<file path="config.mk">
export PLATFORM = sky130hd
export DESIGN_NAME = monthly_leaf_phenology_state
export DESIGN_NICKNAME = d
export VERILOG_FILES = /design/src/rtl/mlps_pkg.sv /design/src/rtl/monthly_leaf_phenology_state.sv /design/src/rtl/mlps_accum.sv /design/src/rtl/mlps_season.sv
export SDC_FILE = /design/constraint.sdc
export NUM_CORES = 1
export LEC_CHECK = 0
export ABC_AREA = 1
export BUFFER_PORTS_ARGS = -buffer_cell sky130_fd_sc_hd__buf_4
export CORE_AREA = 5 5 174 143
export CTS_BUF_LIST = sky130_fd_sc_hd__clkbuf_8
export DETAILED_ROUTE_END_ITERATION = 16
export DIE_AREA = 0 0 179 148
export PLACE_DENSITY = 0.71
export SYNTH_ARGS = -nofsm -noshare
export SYNTH_HDL_FRONTEND = slang
export SYNTH_SLANG_ARGS = --single-unit
</file>
<file path="constraint.sdc">
create_clock -name clk_i -period 6.6 [get_ports clk_i]
set_input_delay 0.33 -clock clk_i [delete_from_list [all_inputs] [get_ports clk_i]]
set_output_delay 0.33 -clock clk_i [all_outputs]
set_load 0.01 [all_outputs]
</file>
<file path="src/rtl/mlps_pkg.sv">
// ----------------------------------------------------------------------------
// Monthly leaf phenology package
// Shared widths, codes, thresholds, record types and lookup functions for the
// monthly leaf phenology state block.
// ----------------------------------------------------------------------------
package mlps_pkg;

  // Calendar
  localparam int MONTHS = 12;

  // Field widths
  localparam int MONTH_W    = 4;
  localparam int TEMP_W     = 11;
  localparam int PRECIP_W   = 15;
  localparam int SOIL_W     = 16;
  localparam int AMT_W      = 10;
  localparam int CMT_W      = 11;
  localparam int GDD_W      = 18;
  localparam int GROW_W     = 9;
  localparam int DAYS_W     = 5;
  localparam int SEASON_W   = 2;
  localparam int VCODE_W    = 6;
  localparam int VKIND_W    = 2;
  localparam int CTEMP_W    = 10;
  localparam int FCAP_W     = 16;
  localparam int CFG_IDX_W  = 3;
  localparam int CFG_DATA_W = 18;

  // Stream payload widths, padded to whole bytes
  localparam int IN_BITS   = MONTH_W + 1 + TEMP_W + PRECIP_W + SOIL_W + AMT_W + CMT_W;
  localparam int IN_DATA_W = ((IN_BITS + 7) / 8) * 8;
  localparam int OUT_BITS   = SEASON_W + GDD_W + GROW_W + 1;
  localparam int OUT_DATA_W = ((OUT_BITS + 7) / 8) * 8;

  // Saturation limits
  localparam logic [GDD_W-1:0]  GDD_MAX  = 18'h3FFFF;
  localparam logic [GROW_W-1:0] GROW_MAX = 9'h1FF;

  // Reset months
  localparam logic [MONTH_W-1:0] MONTH_JAN = 4'd0;
  localparam logic [MONTH_W-1:0] MONTH_JUL = 4'd6;

  // Thresholds in 0.1 degree and 0.1 mm units
  localparam logic signed [TEMP_W-1:0] T_BASE       = 11'sd50;
  localparam logic signed [TEMP_W-1:0] T_C3_MIN     = 11'sd40;
  localparam logic signed [TEMP_W-1:0] T_C4_MIN     = 11'sd80;
  localparam logic signed [AMT_W-1:0]  AM_CROP_MIN  = 10'sd200;
  localparam logic signed [CMT_W-1:0]  MN_CROP_MIN  = 11'sd100;
  localparam logic [PRECIP_W-1:0]      PRECIP_MIN   = 15'd500;

  // Vegetation kind codes
  localparam logic [VKIND_W-1:0] VEG_KIND_NATURAL = 2'd1;
  localparam logic [VKIND_W-1:0] VEG_KIND_CROP    = 2'd2;

  // Season codes
  typedef enum logic [SEASON_W-1:0] {
    SEASON_DORMANT = 2'd0,
    SEASON_GROWING = 2'd1,
    SEASON_EMERGE  = 2'd2,
    SEASON_SHED    = 2'd3
  } season_e;

  // Configuration register indexes
  typedef enum logic [CFG_IDX_W-1:0] {
    CFG_VEG_CODE   = 3'd0,
    CFG_VEG_KIND   = 3'd1,
    CFG_C4_GRASS   = 3'd2,
    CFG_TEMP_THR   = 3'd3,
    CFG_GDD_THR    = 3'd4,
    CFG_SOUTH      = 3'd5,
    CFG_FIELD_CAP  = 3'd6
  } cfg_idx_e;

  // Biome rule classes
  typedef enum logic [2:0] {
    BIOME_BARE       = 3'd0,
    BIOME_EVERGREEN  = 3'd1,
    BIOME_COLD_DECID = 3'd2,
    BIOME_ARID_DECID = 3'd3,
    BIOME_GRASS      = 3'd4,
    BIOME_CROP       = 3'd5,
    BIOME_NONE       = 3'd6
  } biome_e;

  // Configuration register set
  typedef struct packed {
    logic [VCODE_W-1:0]        veg_code;
    logic [VKIND_W-1:0]        veg_kind;
    logic                      c4_grass;
    logic signed [CTEMP_W-1:0] temp_thr;
    logic [GDD_W-1:0]          gdd_thr;
    logic                      south;
    logic [FCAP_W-1:0]         field_cap;
  } cfg_t;

  // One monthly climate record
  typedef struct packed {
    logic [MONTH_W-1:0]       month;
    logic                     first_year;
    logic signed [TEMP_W-1:0] month_temp;
    logic [PRECIP_W-1:0]      month_precip;
    logic [SOIL_W-1:0]        soil_water;
    logic signed [AMT_W-1:0]  annual_mean_temp;
    logic signed [CMT_W-1:0]  coldest_month_temp;
  } item_t;

  // Land cover class to biome rule
  function automatic biome_e biome_of(input logic [VCODE_W-1:0] code);
    biome_e b;
    unique case (code)
      6'd0, 6'd33:                                    b = BIOME_BARE;
      6'd1, 6'd2, 6'd6, 6'd7, 6'd8, 6'd9, 6'd11, 6'd13,
      6'd20, 6'd21, 6'd22, 6'd23, 6'd24, 6'd25, 6'd26: b = BIOME_EVERGREEN;
      6'd4, 6'd5, 6'd10, 6'd12:                       b = BIOME_COLD_DECID;
      6'd3:                                           b = BIOME_ARID_DECID;
      6'd14, 6'd15, 6'd16, 6'd17, 6'd18, 6'd19,
      6'd27, 6'd28:                                   b = BIOME_GRASS;
      6'd29, 6'd30, 6'd31, 6'd32:                     b = BIOME_CROP;
      default:                                        b = BIOME_NONE;
    endcase
    return b;
  endfunction

  // Non-leap month lengths; months past December count zero days
  function automatic logic [DAYS_W-1:0] days_of(input logic [MONTH_W-1:0] m);
    logic [DAYS_W-1:0] d;
    unique case (m)
      4'd0:    d = 5'd31;
      4'd1:    d = 5'd28;
      4'd2:    d = 5'd31;
      4'd3:    d = 5'd30;
      4'd4:    d = 5'd31;
      4'd5:    d = 5'd30;
      4'd6:    d = 5'd31;
      4'd7:    d = 5'd31;
      4'd8:    d = 5'd30;
      4'd9:    d = 5'd31;
      4'd10:   d = 5'd30;
      4'd11:   d = 5'd31;
      default: d = 5'd0;
    endcase
    return d;
  endfunction

  // Degree-day reset month: January in the north, July in the south
  function automatic logic is_reset_month(input logic [MONTH_W-1:0] m, input logic south);
    return south ? (m == MONTH_JUL) : (m == MONTH_JAN);
  endfunction

endpackage

</file>
<file path="src/rtl/monthly_leaf_phenology_state.sv">
// A transferred record is held in the input register; its result enters the result
// register when the compute stage advances, which a low result ready can stall.
// Throughput: one record per cycle while results are taken; the running state updates in the single compute stage.
// While both registers are full, the input ready follows the result ready.
// Reset (rst_ni low, asynchronous) clears degree days, growing days and leaf flags,
// and loads the configuration registers with their defaults.
// ----------------------------------------------------------------------------
// Monthly leaf phenology state
// Accepts one monthly climate record per transfer and returns the season,
// degree days, growing days and a season-valid flag for the grid cell.
// ----------------------------------------------------------------------------
module monthly_leaf_phenology_state
  import mlps_pkg::*;
(
  input  logic                  clk_i,
  input  logic                  rst_ni,
  // Configuration write port
  input  logic                  cfg_we_i,
  input  logic [CFG_IDX_W-1:0]  cfg_idx_i,
  input  logic [CFG_DATA_W-1:0] cfg_wdata_i,
  // Record stream in
  input  logic                  s_axis_tvalid,
  output logic                  s_axis_tready,
  // month[3:0], first_year[4], month_temp[15:5], month_precip[30:16],
  // soil_water[46:31], annual_mean_temp[56:47], coldest_month_temp[67:57]
  input  logic [IN_DATA_W-1:0]  s_axis_tdata,
  // Result stream out
  output logic                  m_axis_tvalid,
  input  logic                  m_axis_tready,
  // season[1:0], degree_days[19:2], growing_days[28:20], season_valid[29]
  output logic [OUT_DATA_W-1:0] m_axis_tdata
);

  cfg_t                 cfg_q;
  item_t                item_q;
  logic                 in_vld_q;
  logic                 out_vld_q;
  logic [OUT_BITS-1:0]  out_q;
  logic                 adv;
  logic [GDD_W-1:0]     gdd;
  logic [GROW_W-1:0]    grow;
  season_e              season;
  logic                 season_valid;

  // Configuration registers
  always_ff @(posedge clk_i or negedge rst_ni) begin
    if (!rst_ni) begin
      cfg_q.veg_code  <= '0;
      cfg_q.veg_kind  <= VEG_KIND_NATURAL;
      cfg_q.c4_grass  <= 1'b0;
      cfg_q.temp_thr  <= 10'sd50;
      cfg_q.gdd_thr   <= '0;
      cfg_q.south     <= 1'b0;
      cfg_q.field_cap <= 16'd1000;
    end else if (cfg_we_i) begin
      unique case (cfg_idx_i)
        CFG_VEG_CODE:  cfg_q.veg_code  <= cfg_wdata_i[VCODE_W-1:0];
        CFG_VEG_KIND:  cfg_q.veg_kind  <= cfg_wdata_i[VKIND_W-1:0];
        CFG_C4_GRASS:  cfg_q.c4_grass  <= cfg_wdata_i[0];
        CFG_TEMP_THR:  cfg_q.temp_thr  <= cfg_wdata_i[CTEMP_W-1:0];
        CFG_GDD_THR:   cfg_q.gdd_thr   <= cfg_wdata_i[GDD_W-1:0];
        CFG_SOUTH:     cfg_q.south     <= cfg_wdata_i[0];
        CFG_FIELD_CAP: cfg_q.field_cap <= cfg_wdata_i[FCAP_W-1:0];
        default: ;
      endcase
    end
  end

  // Handshake: the compute stage advances when its result can be stored
  assign adv           = in_vld_q && (!out_vld_q || m_axis_tready);
  assign s_axis_tready = !in_vld_q || adv;

  // Input register
  always_ff @(posedge clk_i or negedge rst_ni) begin
    if (!rst_ni) begin
      in_vld_q <= 1'b0;
    end else if (s_axis_tready) begin
      in_vld_q <= s_axis_tvalid;
    end
  end

  always_ff @(posedge clk_i) begin
    if (s_axis_tready && s_axis_tvalid) begin
      item_q.month              <= s_axis_tdata[3:0];
      item_q.first_year         <= s_axis_tdata[4];
      item_q.month_temp         <= s_axis_tdata[15:5];
      item_q.month_precip       <= s_axis_tdata[30:16];
      item_q.soil_water         <= s_axis_tdata[46:31];
      item_q.annual_mean_temp   <= s_axis_tdata[56:47];
      item_q.coldest_month_temp <= s_axis_tdata[67:57];
    end
  end

  // Running degree days and growing days
  mlps_accum u_accum (
    .clk_i   (clk_i),
    .rst_ni  (rst_ni),
    .upd_i   (adv),
    .south_i (cfg_q.south),
    .item_i  (item_q),
    .gdd_o   (gdd),
    .grow_o  (grow)
  );

  // Leaf flags and season classification
  mlps_season u_season (
    .clk_i    (clk_i),
    .rst_ni   (rst_ni),
    .upd_i    (adv),
    .cfg_i    (cfg_q),
    .item_i   (item_q),
    .gdd_i    (gdd),
    .season_o (season),
    .valid_o  (season_valid)
  );

  // Result register
  always_ff @(posedge clk_i or negedge rst_ni) begin
    if (!rst_ni) begin
      out_vld_q <= 1'b0;
    end else if (adv) begin
      out_vld_q <= 1'b1;
    end else if (m_axis_tready) begin
      out_vld_q <= 1'b0;
    end
  end

  always_ff @(posedge clk_i) begin
    if (adv) begin
      out_q <= {season_valid, grow, gdd, season};
    end
  end

  assign m_axis_tvalid = out_vld_q;
  assign m_axis_tdata  = {{(OUT_DATA_W-OUT_BITS){1'b0}}, out_q};

endmodule

</file>
<file path="src/rtl/mlps_accum.sv">
// ----------------------------------------------------------------------------
// Degree-day and growing-day accumulator
// Holds the running degree days and growing days, clears them at their reset
// months and adds warm months with saturation.
// ----------------------------------------------------------------------------
module mlps_accum
  import mlps_pkg::*;
(
  input  logic              clk_i,
  input  logic              rst_ni,
  input  logic              upd_i,
  input  logic              south_i,
  input  item_t             item_i,
  output logic [GDD_W-1:0]  gdd_o,
  output logic [GROW_W-1:0] grow_o
);

  logic [GDD_W-1:0]   gdd_q, gdd_d;
  logic [GROW_W-1:0]  grow_q, grow_d;
  logic [GDD_W-1:0]   gdd_base;
  logic [GROW_W-1:0]  grow_base;
  logic [DAYS_W-1:0]  days;
  logic               warm;
  logic [TEMP_W+DAYS_W-2:0] gdd_add;
  logic [GDD_W:0]     gdd_sum;
  logic [GROW_W:0]    grow_sum;

  // Clear at the reset months, then add the month when it is warm enough
  always_comb begin
    days      = days_of(item_i.month);
    gdd_base  = is_reset_month(item_i.month, south_i) ? '0 : gdd_q;
    grow_base = (item_i.month == MONTH_JAN) ? '0 : grow_q;
    warm      = item_i.month_temp > T_BASE;
    // A warm temperature is positive, so its low bits carry the magnitude
    gdd_add   = item_i.month_temp[TEMP_W-2:0] * days;
    gdd_sum   = {1'b0, gdd_base} + (GDD_W+1)'(gdd_add);
    grow_sum  = {1'b0, grow_base} + (GROW_W+1)'(days);
    gdd_d     = gdd_base;
    grow_d    = grow_base;
    if (warm) begin
      gdd_d  = (gdd_sum > {1'b0, GDD_MAX}) ? GDD_MAX : gdd_sum[GDD_W-1:0];
      grow_d = (grow_sum > {1'b0, GROW_MAX}) ? GROW_MAX : grow_sum[GROW_W-1:0];
    end
  end

  // State registers advance once per transferred record
  always_ff @(posedge clk_i or negedge rst_ni) begin
    if (!rst_ni) begin
      gdd_q  <= '0;
      grow_q <= '0;
    end else if (upd_i) begin
      gdd_q  <= gdd_d;
      grow_q <= grow_d;
    end
  end

  assign gdd_o  = gdd_d;
  assign grow_o = grow_d;

endmodule

</file>
<file path="src/rtl/mlps_season.sv">
// ----------------------------------------------------------------------------
// Season classifier
// Holds the leaf-out and leaf-drop flags, seeds them in the first year and
// applies the biome rule to classify the month.
// ----------------------------------------------------------------------------
module mlps_season
  import mlps_pkg::*;
(
  input  logic             clk_i,
  input  logic             rst_ni,
  input  logic             upd_i,
  input  cfg_t             cfg_i,
  input  item_t            item_i,
  input  logic [GDD_W-1:0] gdd_i,
  output season_e          season_o,
  output logic             valid_o
);

  logic                      out_q, out_d;
  logic                      drop_q, drop_d;
  logic                      out_seed, drop_seed;
  logic                      use_decid, dormant;
  logic                      dry, crop_hot, below_crit;
  logic [SOIL_W+3:0]         soil_x10;
  logic signed [TEMP_W-1:0]  crit_t;
  logic signed [TEMP_W-1:0]  grass_min;
  season_e                   season;
  logic                      valid;

  always_comb begin
    // First-year seeding at the degree-day reset month
    out_seed  = out_q;
    drop_seed = drop_q;
    if (is_reset_month(item_i.month, cfg_i.south) && item_i.first_year) begin
      out_seed  = cfg_i.south;
      drop_seed = !cfg_i.south;
    end

    // Shared tests
    soil_x10   = {1'b0, item_i.soil_water, 3'b000} + {3'b000, item_i.soil_water, 1'b0};
    dry        = soil_x10 < {4'b0000, cfg_i.field_cap};
    crit_t     = TEMP_W'(cfg_i.temp_thr);
    below_crit = item_i.month_temp < crit_t;
    crop_hot   = (item_i.annual_mean_temp > AM_CROP_MIN) &&
                 (item_i.coldest_month_temp > MN_CROP_MIN);
    grass_min  = cfg_i.c4_grass ? T_C4_MIN : T_C3_MIN;

    // Biome rule selection
    season    = SEASON_DORMANT;
    valid     = 1'b1;
    use_decid = 1'b0;
    dormant   = 1'b0;
    if (cfg_i.veg_kind == VEG_KIND_NATURAL) begin
      unique case (biome_of(cfg_i.veg_code))
        BIOME_BARE: begin
          season = SEASON_DORMANT;
        end
        BIOME_EVERGREEN: begin
          season = (item_i.month_temp >= T_BASE) ? SEASON_GROWING : SEASON_DORMANT;
        end
        BIOME_COLD_DECID: begin
          priority if (below_crit) begin
            use_decid = 1'b1;
            dormant   = 1'b1;
          end else if (gdd_i > cfg_i.gdd_thr) begin
            use_decid = 1'b1;
          end else begin
            season = SEASON_GROWING;
          end
        end
        BIOME_ARID_DECID: begin
          use_decid = 1'b1;
          dormant   = item_i.month_precip < PRECIP_MIN;
        end
        BIOME_GRASS: begin
          use_decid = 1'b1;
          dormant   = dry || (item_i.month_temp < grass_min);
        end
        BIOME_CROP: begin
          if (crop_hot) begin
            season = SEASON_GROWING;
          end else begin
            use_decid = 1'b1;
            dormant   = below_crit;
          end
        end
        default: begin
          valid = 1'b0;
        end
      endcase
    end else if (cfg_i.veg_kind == VEG_KIND_CROP) begin
      if (crop_hot) begin
        season = SEASON_GROWING;
      end else begin
        use_decid = 1'b1;
        dormant   = below_crit;
      end
    end else begin
      valid = 1'b0;
    end

    // Deciduous-style flag swap on shedding and emergence
    out_d  = out_seed;
    drop_d = drop_seed;
    if (use_decid) begin
      if (dormant) begin
        if (out_seed && !drop_seed) begin
          season = SEASON_SHED;
          out_d  = 1'b0;
          drop_d = 1'b1;
        end else begin
          season = SEASON_DORMANT;
        end
      end else if (!out_seed) begin
        season = SEASON_EMERGE;
        out_d  = 1'b1;
        drop_d = 1'b0;
      end else begin
        season = SEASON_GROWING;
      end
    end
  end

  // Flag registers advance once per transferred record
  always_ff @(posedge clk_i or negedge rst_ni) begin
    if (!rst_ni) begin
      out_q  <= 1'b0;
      drop_q <= 1'b0;
    end else if (upd_i) begin
      out_q  <= out_d;
      drop_q <= drop_d;
    end
  end

  assign season_o = season;
  assign valid_o  = valid;

endmodule

</file>
==> out/summary.txt, run 1 <==
Crit path max fanout -> 8
Final Max Slew Viols -> 0
Core area -> 0.02296 mm²
Mean routed wirelength per cell -> 14.53 µm
CP endpoint kind -> flop
Final instance area -> 0.01441 mm²
Placement Rows -> 50
Drt total wl -> 27690 µm
Gp weighted congestion -> 0.8658
DP HPWL -> 20290 µm
Flop pwr share -> 26.3%
Vias per cell -> 4.916
DRC violations left -> 0
First-pass GRT wire length -> 44850 µm
CP Depth -> 39
Initial core utilization -> 50.88%
Number of cell instances on the worst register-to-register path -> 39
Post-Synthesis Cells -> 1340
Worst endpoint required time -> 6.83 ns
DRT Pass-1 Iters -> 5
Register area share after synthesis -> 43.50%
Port Buffers -> 123
GR Util All Layers -> 21.43%
Post-synthesis mux area share -> 0%
Dominant cell type by area after synthesis -> edfxtp_1
Die width -> 179 µm
Critical path data arrival time -> 6.47 ns
Crit-path most repeated cell -> nand2_1
Final count of hold timing violations -> 0
FF+latch count, synth -> 184
Worst hold path class -> primary input to flop
Overflow after GRT -> 0
Synth-to-Final Area Change -> 23.31%
CP startpoint kind -> flop
Diode count -> 0
Clock Latency Late Sink -> 0.49 ns
Pleak -> 0.007277 µW
Seq. cell area -> 0.005085 mm²
CP startpoint -> item_q[65]
Clock Tree Root -> clkbuf_8
Maximum VDD drop -> 0.3176 mV
CP max stage delay -> 0.53 ns
Internal power -> 3595 µW
Synth cell types -> 48
Power Density -> 444.7 mW/mm²
# IOs -> 132
Worst-Margin Slew -> 1.010 ns
Number of fill cells in the layout -> 2004
Vias in the first global route -> 9177
Num CTS Buffers -> 17
Synth Area in Compound Gates -> 11.60%
Share of layout cells above drive strength 1 -> 16.62%
Synth Area in XOR/XNOR -> 2.174%
DP Cell Count -> 1803
Finished Layout Cells -> 1906
Worst R2R End -> out_q[1]
Synth Flop Type -> edfxtp_1
Clock Sinks -> 184
Switching pwr -> 2811 µW
Antenna violations before repair -> 0
Post-synth EDFFs -> 96
Max stage delay cell, worst path -> fa_1
Die height -> 148 µm
Post-synth ARST share -> 46.20%
Clock Skew -> 0.01834 ns
Largest net degree at the start of global routing -> 70
Iteration-0 DRC Markers -> 690
Post-synthesis simple-gate area fraction -> 18.09%
DIE AREA -> 0.02649 mm²
Synth cell count leaders -> nand2_1, inv_1, o21ai_0
CTS max path bufs -> 2
Final setup viols -> 0
Most frequent cell after synthesis -> nand2_1
Crit Path Category -> flop to flop
DP Area -> 0.01328 mm²
CTS tree -> built
Area of the multi-input gates -> 0.005594 mm²
Post-synth top area share -> 24.68%
Gate power share -> 62.3%
Tcrit/Tclk final -> 94.63%
Synth Area in Adders -> 15.55%
Clock Power Share -> 11.4%
Crit path to -> out_q[1]
Synth Area per Inst -> 8.718 µm²
Number of max-cap violations -> 0
Crit path max-delay family -> adder cells
WHS -> 0.09924 ns
Via count -> 9370
ANT nets after route -> 0
CP bufs+invs -> 6
Yosys warns -> 0
H-tree levels -> 4
Largest family of logic cells by synthesized area -> simple AND/OR/NAND/NOR gates
Slew headroom -> 32.50%
Crit path time final -> 6.246 ns
Outcome -> finished, final reports clean
Synth top area cells -> edfxtp_1, dfrtp_1, nand2_1, ha_1, inv_1
Sw Ratio -> 43.88%
Mapped Area -> 0.01168 mm²
RR Startpoint -> item_q[65]
Reg clk slew, reported paths -> 0.10 ns
R2R Setup Slk -> 0.35 ns
Max Clk Rate -> 160.1 MHz
Fin nets -> 1805
[worst min path at each step]
stage / startpoint / cells past startpoint / to / slack [ns]
3_3_place_gp: rst_ni / 1 / u_accum.grow_q[5] / 0.22
6_report: cfg_wdata_i[17] / 3 / cfg_q[34] / 0.1
4_1_cts: cfg_wdata_i[17] / 3 / cfg_q[34] / 0.07
2_1_floorplan: rst_ni / 0 / cfg_q[0] / 0.03
5_1_grt: cfg_wdata_i[16] / 3 / cfg_q[33] / 0.09
3_5_place_dp: rst_ni / 1 / u_accum.grow_q[5] / 0.22
[kinds of logic after synthesis]
logic type	count (synthesis)
AOI/OAI and AO/OA	204
xor gates and xnor gates	29
adders and majority gates	126
buffers and inverters	274
DFF	184
other	1
and+or+nand+nor	522
[cells in the final DEF (no fill, tap or decap), drive strengths merged, types with 18 or more instances in the layout]
| cell type | instances |
|---|---|
| a21oi | 55 |
| buf | 180 |
| dfrtp | 75 |
| dlygate4sd3 | 67 |
| edfxtp | 96 |
| fa | 32 |
| ha | 94 |
| inv | 257 |
| nand2 | 345 |
| nand3 | 55 |
| nor2 | 90 |
| o21ai | 100 |
| xor2 | 18 |
[metrics by stage]
step / utilization [%] / power [µW] / worst slack [ns] / setup TNS [ns]
2_1_floorplan: - / 4284 / 0.7812 / 0
3_3_place_gp: 57.86 / 5475 / 0.4325 / 0
3_5_place_dp: 57.86 / 5581 / 0.2501 / 0
4_1_cts: 62.38 / 6382 / 0.1959 / 0
5_1_grt: 62.74 / 7021 / -0.01376 / -0.01376
6_report: 62.74 / 6406 / 0.3541 / 0
[power by group through the flow]
stage	clock (µW)	sequential (µW)	combinational (µW)
after detailed placement	0	1700	3880
after global routing	796	1710	4510
after CTS	752	1680	3950
final	731	1680	3990
after floorplan	0	1700	2590
after global placement	0	1700	3780
[routing by layer]
metal | part of all wire, % | routed length, µm | global-route usage, % | vias up
met4 | 1.8 | 503 | 5.639 | 0
met5 | 0 | 0 | 0 | -
li1 | - | - | - | 4802
met3 | 5.3 | 1465 | 4.372 | 33
met1 | 48 | 13230 | 30.30 | 4329
met2 | 45 | 12490 | 33.83 | 206
[final cells by class]
| type | count | area share, % |
|---|---|---|
| Timing Repair Buffer | 247 | 14.15 |
| Multi-Input combinational cell | 883 | 38.83 |
| Clock buffer | 17 | 1.624 |
| Clock inverter | 15 | 0.9207 |
| Tap cell | 312 | 2.710 |
| Sequential cell | 184 | 35.30 |
| Inverter | 248 | 6.462 |
[sequential cells by signal, indices dropped and copies added (netlist names)]
name and cells:
item_q 66, cfg_q 54, out_q 30, u_accum.gdd_q 18
u_accum.grow_q 9, u_accum.days 3, in_vld_q 1, m_axis_tvalid 1
u_season.drop_q 1, u_season.out_q 1
[tightest hold or removal path: stages]
cell     delay [ns]
buf_4          0.08
nor2_1         0.03
a21oi_1        0.10
[what timing repair did]
item,CTS,global route
setup endpoints to repair,0,4
hold endpoints to repair,83,0
hold buffers,67,0
setup buffers,0,4
resized for setup,0,18
(Power assumes the default switching activity.)
==> run 2: changes to the inputs <==
--- a/config.mk
+++ b/config.mk
@@ -7,11 +7,11 @@
 export LEC_CHECK = 0
 export ABC_AREA = 1
 export BUFFER_PORTS_ARGS = -buffer_cell sky130_fd_sc_hd__buf_4
-export CORE_AREA = 5 5 174 143
+export CAP_MARGIN = 20
+export CORE_AREA = 5 5 187 153
 export CTS_BUF_LIST = sky130_fd_sc_hd__clkbuf_8
 export DETAILED_ROUTE_END_ITERATION = 16
-export DIE_AREA = 0 0 179 148
-export PLACE_DENSITY = 0.71
+export DIE_AREA = 0 0 192 158
 export SYNTH_ARGS = -nofsm -noshare
 export SYNTH_HDL_FRONTEND = slang
 export SYNTH_SLANG_ARGS = --single-unit
==> run 2 against run 1 <==
Effect of this change: setup slack improved by 0.11 ns; combinational power increased by 1%; clock skew down 0.0032 ns; total power rose by 1.2%; wire length rose by 0.23%; sequential power hardly changed; global-route usage down 2.2 points; critical path type unchanged; utilization down 8.6 points; register-to-register slack better by 0.11 ns.
==> out/summary.txt, run 2 (synthesized netlist as in run 1, its figures left out) <==
DP Cell Count -> 1861
Number of cell instances on the worst register-to-register path -> 40
Clock Latency Late Sink -> 0.48 ns
Core area -> 0.02669 mm²
Worst endpoint required time -> 6.83 ns
Hold Crit Depth -> 1
GR Util All Layers -> 19.19%
Num CTS Buffers -> 17
Pleak -> 0.007263 µW
Final setup viols -> 0
Tcrit/Tclk final -> 92.97%
Die width -> 192 µm
Diode count -> 0
Clock Skew -> 0.01519 ns
Max FFs per register -> 66
Final Max Slew Viols -> 0
Port Buffers -> 123
CP startpoint kind -> flop
Number of max-cap violations -> 0
Clock Sinks -> 184
Crit path max fanout -> 9
Worst R2R End -> out_q[1]
DIE AREA -> 0.03034 mm²
Crit Path Category -> flop to flop
Vias per cell -> 4.775
Final worst slack -> 0.4637 ns
Final count of hold timing violations -> 0
Drt total wl -> 27760 µm
Crit path time final -> 6.136 ns
Reg with most FFs -> item_q
Post-layout util -> 54.16%
Worst-Margin Slew -> 1.004 ns
Iteration-0 DRC Markers -> 639
R2R Setup Slk -> 0.46 ns
ANT nets after route -> 0
Reg clk slew, reported paths -> 0.10 ns
Clock Tree Root -> clkbuf_8
# IOs -> 132
DRC violations left -> 0
Crit-path most repeated cell -> nand2_1
DRT Pass-1 Iters -> 5
Most frequent cells in the layout -> nand2_1, inv_1, buf_4, o21ai_0, edfxtp_1
First-pass GRT wire length -> 46260 µm
RR Startpoint -> item_q[66]
Overall Power -> 6486 µW
Slew headroom -> 32.90%
Power Density -> 448.7 mW/mm²
Top Registers -> item_q x66, cfg_q x54, out_q x30
Mean routed wirelength per cell -> 14.23 µm
CTS max path bufs -> 2
Maximum VDD drop -> 0.4011 mV
Synth-to-Final Area Change -> 23.72%
WHS Endpoint -> item_q[55]
Setup TNS -> 0 ns
Placement Rows -> 54
CP endpoint kind -> flop
H-tree levels -> 4
Antenna violations before repair -> 0
Overflow after GRT -> 0
HP Start -> s_axis_tdata[8]
Commonest non-fill, non-tap cell in the layout -> nand2_1
Critical path data arrival time -> 6.37 ns
Die height -> 158 µm
DP HPWL -> 20970 µm
Gp weighted congestion -> 0.8639
Outcome -> finished, final reports clean
Initial core utilization -> 43.77%
Via count -> 9317
Vias in the first global route -> 9313
Largest net degree at the start of global routing -> 72
Worst hold path class -> primary input to flop
Max Clk Rate -> 163.0 MHz
Share of layout cells above drive strength 1 -> 17.01%
Finished Layout Cells -> 1951
CP max stage delay -> 0.52 ns
Max stage delay cell, worst path -> fa_1
CTS tree -> built
Fin nets -> 1798
Worst slack, placed -> 0.3208 ns
-- run 2: timing repair --
action	4_1_cts	5_1_grt
hold endpoints to repair	65	2
endpoints found under the setup margin	0	4
setup buffers	0	3
resized for setup	0	18
hold buffers	52	2
-- run 2: stage by stage --
stage,area [µm²],hold slack (ns)
6_report,14450,0.03278
5_1_grt,14450,0.002386
4_1_cts,14310,0.001218
3_5_place_dp,13390,0.2014
3_3_place_gp,13390,0.1974
2_1_floorplan,11690,0.03441
-- run 2: per-layer routing --
metal / global-route usage (%) / share of wire (%)
met1: 28.04 / 50
met2: 30.36 / 44
met3: 3.726 / 4.7
met4: 3.293 / 0.55
met5: 0 / 0
-- run 2: critical path, delay by kind of cell, from the launching register on --
family | cells | cell delay, ns
fa+ha+maj | 5 | 2.02
simple gates | 21 | 1.70
compound gates | 8 | 1.06
buf+inv | 6 | 0.66
flops | 1 | 0.43
-- run 2: how the worst max path moves through the flow --
| stage | start | endpoint | slack, ns | cells after the start |
|---|---|---|---|---|
| floorplan | item_q[65] | out_q[1] | 0.78 | 38 |
| global placement | cfg_q[16] | out_q[1] | 0.35 | 37 |
| detailed placement | cfg_q[16] | out_q[1] | 0.32 | 39 |
| CTS | cfg_q[16] | out_q[1] | 0.28 | 38 |
| global route | item_q[66] | out_q[1] | -0.02 | 40 |
| finish | item_q[66] | out_q[1] | 0.46 | 40 |
-- run 2: report_power, final --
part           switching (µW)  internal (µW)
Clock                     460            315
Sequential                140           1540
Combinational            2210           1830
-- run 2: cell type report --
class                   instances  area (µm²)
well taps                     364       455.4
clock inverters                15       161.4
multi-input cells             883        5615
fillers                      2501       12230
clock buffers                  17       234.0
repair buffers                240        1973
inverters                     248       930.9
flip-flops and latches        184        5084
==> run 3: changes to the inputs <==
--- a/config.mk
+++ b/config.mk
@@ -9,9 +9,10 @@
 export BUFFER_PORTS_ARGS = -buffer_cell sky130_fd_sc_hd__buf_4
 export CAP_MARGIN = 20
 export CORE_AREA = 5 5 187 153
-export CTS_BUF_LIST = sky130_fd_sc_hd__clkbuf_8
+export CTS_BUF_LIST = sky130_fd_sc_hd__clkbuf_8 sky130_fd_sc_hd__clkbuf_16
 export DETAILED_ROUTE_END_ITERATION = 16
 export DIE_AREA = 0 0 192 158
+export RECOVER_POWER = 100
 export SYNTH_ARGS = -nofsm -noshare
 export SYNTH_HDL_FRONTEND = slang
 export SYNTH_SLANG_ARGS = --single-unit
==> run 3 against run 2 <==
Effect of this change: the flow now finishes with violations (max-capacitance violations, max-slew violations); final cell count shrank 2.8%; combinational power is 4% lower; via count fell by 2.4%; non-clock buffer count shrank 54; setup slack better by 0.0085 ns; utilization is 2.1 points lower; critical path type unchanged; highest routed layer unchanged.
==> out/summary.txt, run 3 (synthesized netlist as in run 1, its figures left out) <==
Top Registers -> item_q x66, cfg_q x54, out_q x30
Max FFs per register -> 66
Setup TNS -> 0 ns
Crit-path most repeated cell -> nand2_1
Worst R2R End -> out_q[1]
RSZ-0062 raised after global routing -> false
Number of cell instances on the worst register-to-register path -> 36
DIE AREA -> 0.03034 mm²
Crit path time final -> 6.128 ns
Slew headroom -> -166.0%
Drt total wl -> 27120 µm
Commonest non-fill, non-tap cell in the layout -> nand2_1
ANT nets after route -> 0
First-pass GRT wire length -> 45200 µm
Synth-to-Final Area Change -> 18.91%
Tcrit/Tclk final -> 92.84%
Worst-Margin Slew -> 3.990 ns
Clock Tree Root -> clkbuf_16
CP bufs+invs -> 5
Vias per cell -> 4.795
Failing checks -> max-capacitance violations, max-slew violations
DP Cell Count -> 1861
Initial core utilization -> 43.77%
Most frequent cells in the layout -> nand2_1, inv_1, o21ai_0, edfxtp_1, ha_1
Via count -> 9096
Mean routed wirelength per cell -> 14.30 µm
Die height -> 158 µm
Hold Crit Depth -> 1
Reg clk slew, reported paths -> 0.08 ns
Antenna violations before repair -> 0
GR Util All Layers -> 18.82%
Share of layout cells above drive strength 1 -> 14.22%
CP Depth -> 36
RR Startpoint -> item_q[65]
Core area -> 0.02669 mm²
Number of fill cells in the layout -> 2589
Seq. cell area -> 0.005084 mm²
Worst hold path class -> primary input to flop
Reg with most FFs -> item_q
H-tree levels -> 4
DP HPWL -> 20970 µm
Number of max-cap violations -> 3
Finished Layout Cells -> 1897
Die width -> 192 µm
Crit path max fanout -> 9
DRC violations left -> 0
CP startpoint kind -> flop
Final setup viols -> 0
Gp weighted congestion -> 0.8639
DRT Pass-1 Iters -> 5
Port Buffers -> 123
Max stage delay cell, worst path -> fa_1
Max Clk Rate -> 163.2 MHz
Overflow after GRT -> 0
CP endpoint kind -> flop
Crit path max-delay family -> adder cells
Clock Latency Late Sink -> 0.44 ns
Clock Sinks -> 184
Outcome -> finished, violations left
Final Max Slew Viols -> 178
Power Density -> 472.8 mW/mm²
Pleak -> 0.006936 µW
Fin nets -> 1744
Final worst slack -> 0.4722 ns
Worst slack, placed -> 0.3208 ns
Vias in the first global route -> 9004
HP Start -> s_axis_tdata[20]
CTS max path bufs -> 2
Num CTS Buffers -> 17
Largest net degree at the start of global routing -> 72
CTS tree -> built
Maximum VDD drop -> 0.3560 mV
Crit Path Category -> flop to flop
Placement Rows -> 54
CP max stage delay -> 0.53 ns
Area of the multi-input gates -> 0.005580 mm²
Clock Skew -> 0.007091 ns
Iteration-0 DRC Markers -> 599
Final count of hold timing violations -> 0
Critical path data arrival time -> 6.32 ns
Worst endpoint required time -> 6.80 ns
Diode count -> 0
R2R Setup Slk -> 0.47 ns
WHS Endpoint -> item_q[41]
# IOs -> 132
run 3: how the worst max path moves through the flow:
stage	endpoint	slack [ns]	start
2_1_floorplan	out_q[1]	0.78	item_q[65]
3_3_place_gp	out_q[1]	0.35	cfg_q[16]
3_5_place_dp	out_q[1]	0.32	cfg_q[16]
4_1_cts	out_q[1]	0.30	cfg_q[16]
5_1_grt	out_q[1]	0.007	item_q[66]
6_report	out_q[1]	0.47	item_q[65]
run 3: routing by layer:
layer	part of all wire, %	wire (µm)	global-route usage [%]
met3	5.6	1523	3.593
met4	0.87	237	4.005
met1	50	13620	27.76
met5	0	0	0
met2	43	11740	29.11
run 3: worst reg2reg max path: cells and delay by family, from the launching register on:
kind / cells / cell delay (ns)
compound gates: 6 / 0.94
fa+ha+maj: 5 / 2.09
buf+inv: 5 / 0.58
simple gates: 20 / 1.84
flops: 1 / 0.43
run 3: per-stage QoR:
| stage | utilization, % | hold WS, ns | area [µm²] | total power (µW) |
|---|---|---|---|---|
| global placement | 50.19 | 0.1974 | 13390 | 5577 |
| finish | 52.05 | 0.07763 | 13890 | 6569 |
| detailed placement | 50.19 | 0.2014 | 13390 | 5621 |
| floorplan | - | 0.03441 | 11690 | 4284 |
| global route | 52.05 | 0.06269 | 13890 | 7236 |
| CTS | 52.42 | 0.03837 | 13990 | 6698 |
run 3: cell type report:
class | instances | area share, %
Sequential cell | 184 | 36.59
Clock inverter | 15 | 1.162
Inverter | 248 | 6.701
Timing Repair Buffer | 186 | 9.034
Clock buffer | 17 | 3.062
Tap cell | 364 | 3.278
Multi-Input combinational cell | 883 | 40.17
run 3: power by group:
group	switching, µW	internal [µW]
registers	137	1540
clock network	495	537
logic	2170	1690
run 3: timing repair:
item	CTS	global route
gates resized for setup	0	15
hold buffers	1	0
endpoints found under the setup margin	0	4
setup buffers	0	2
hold endpoints to repair	14	0
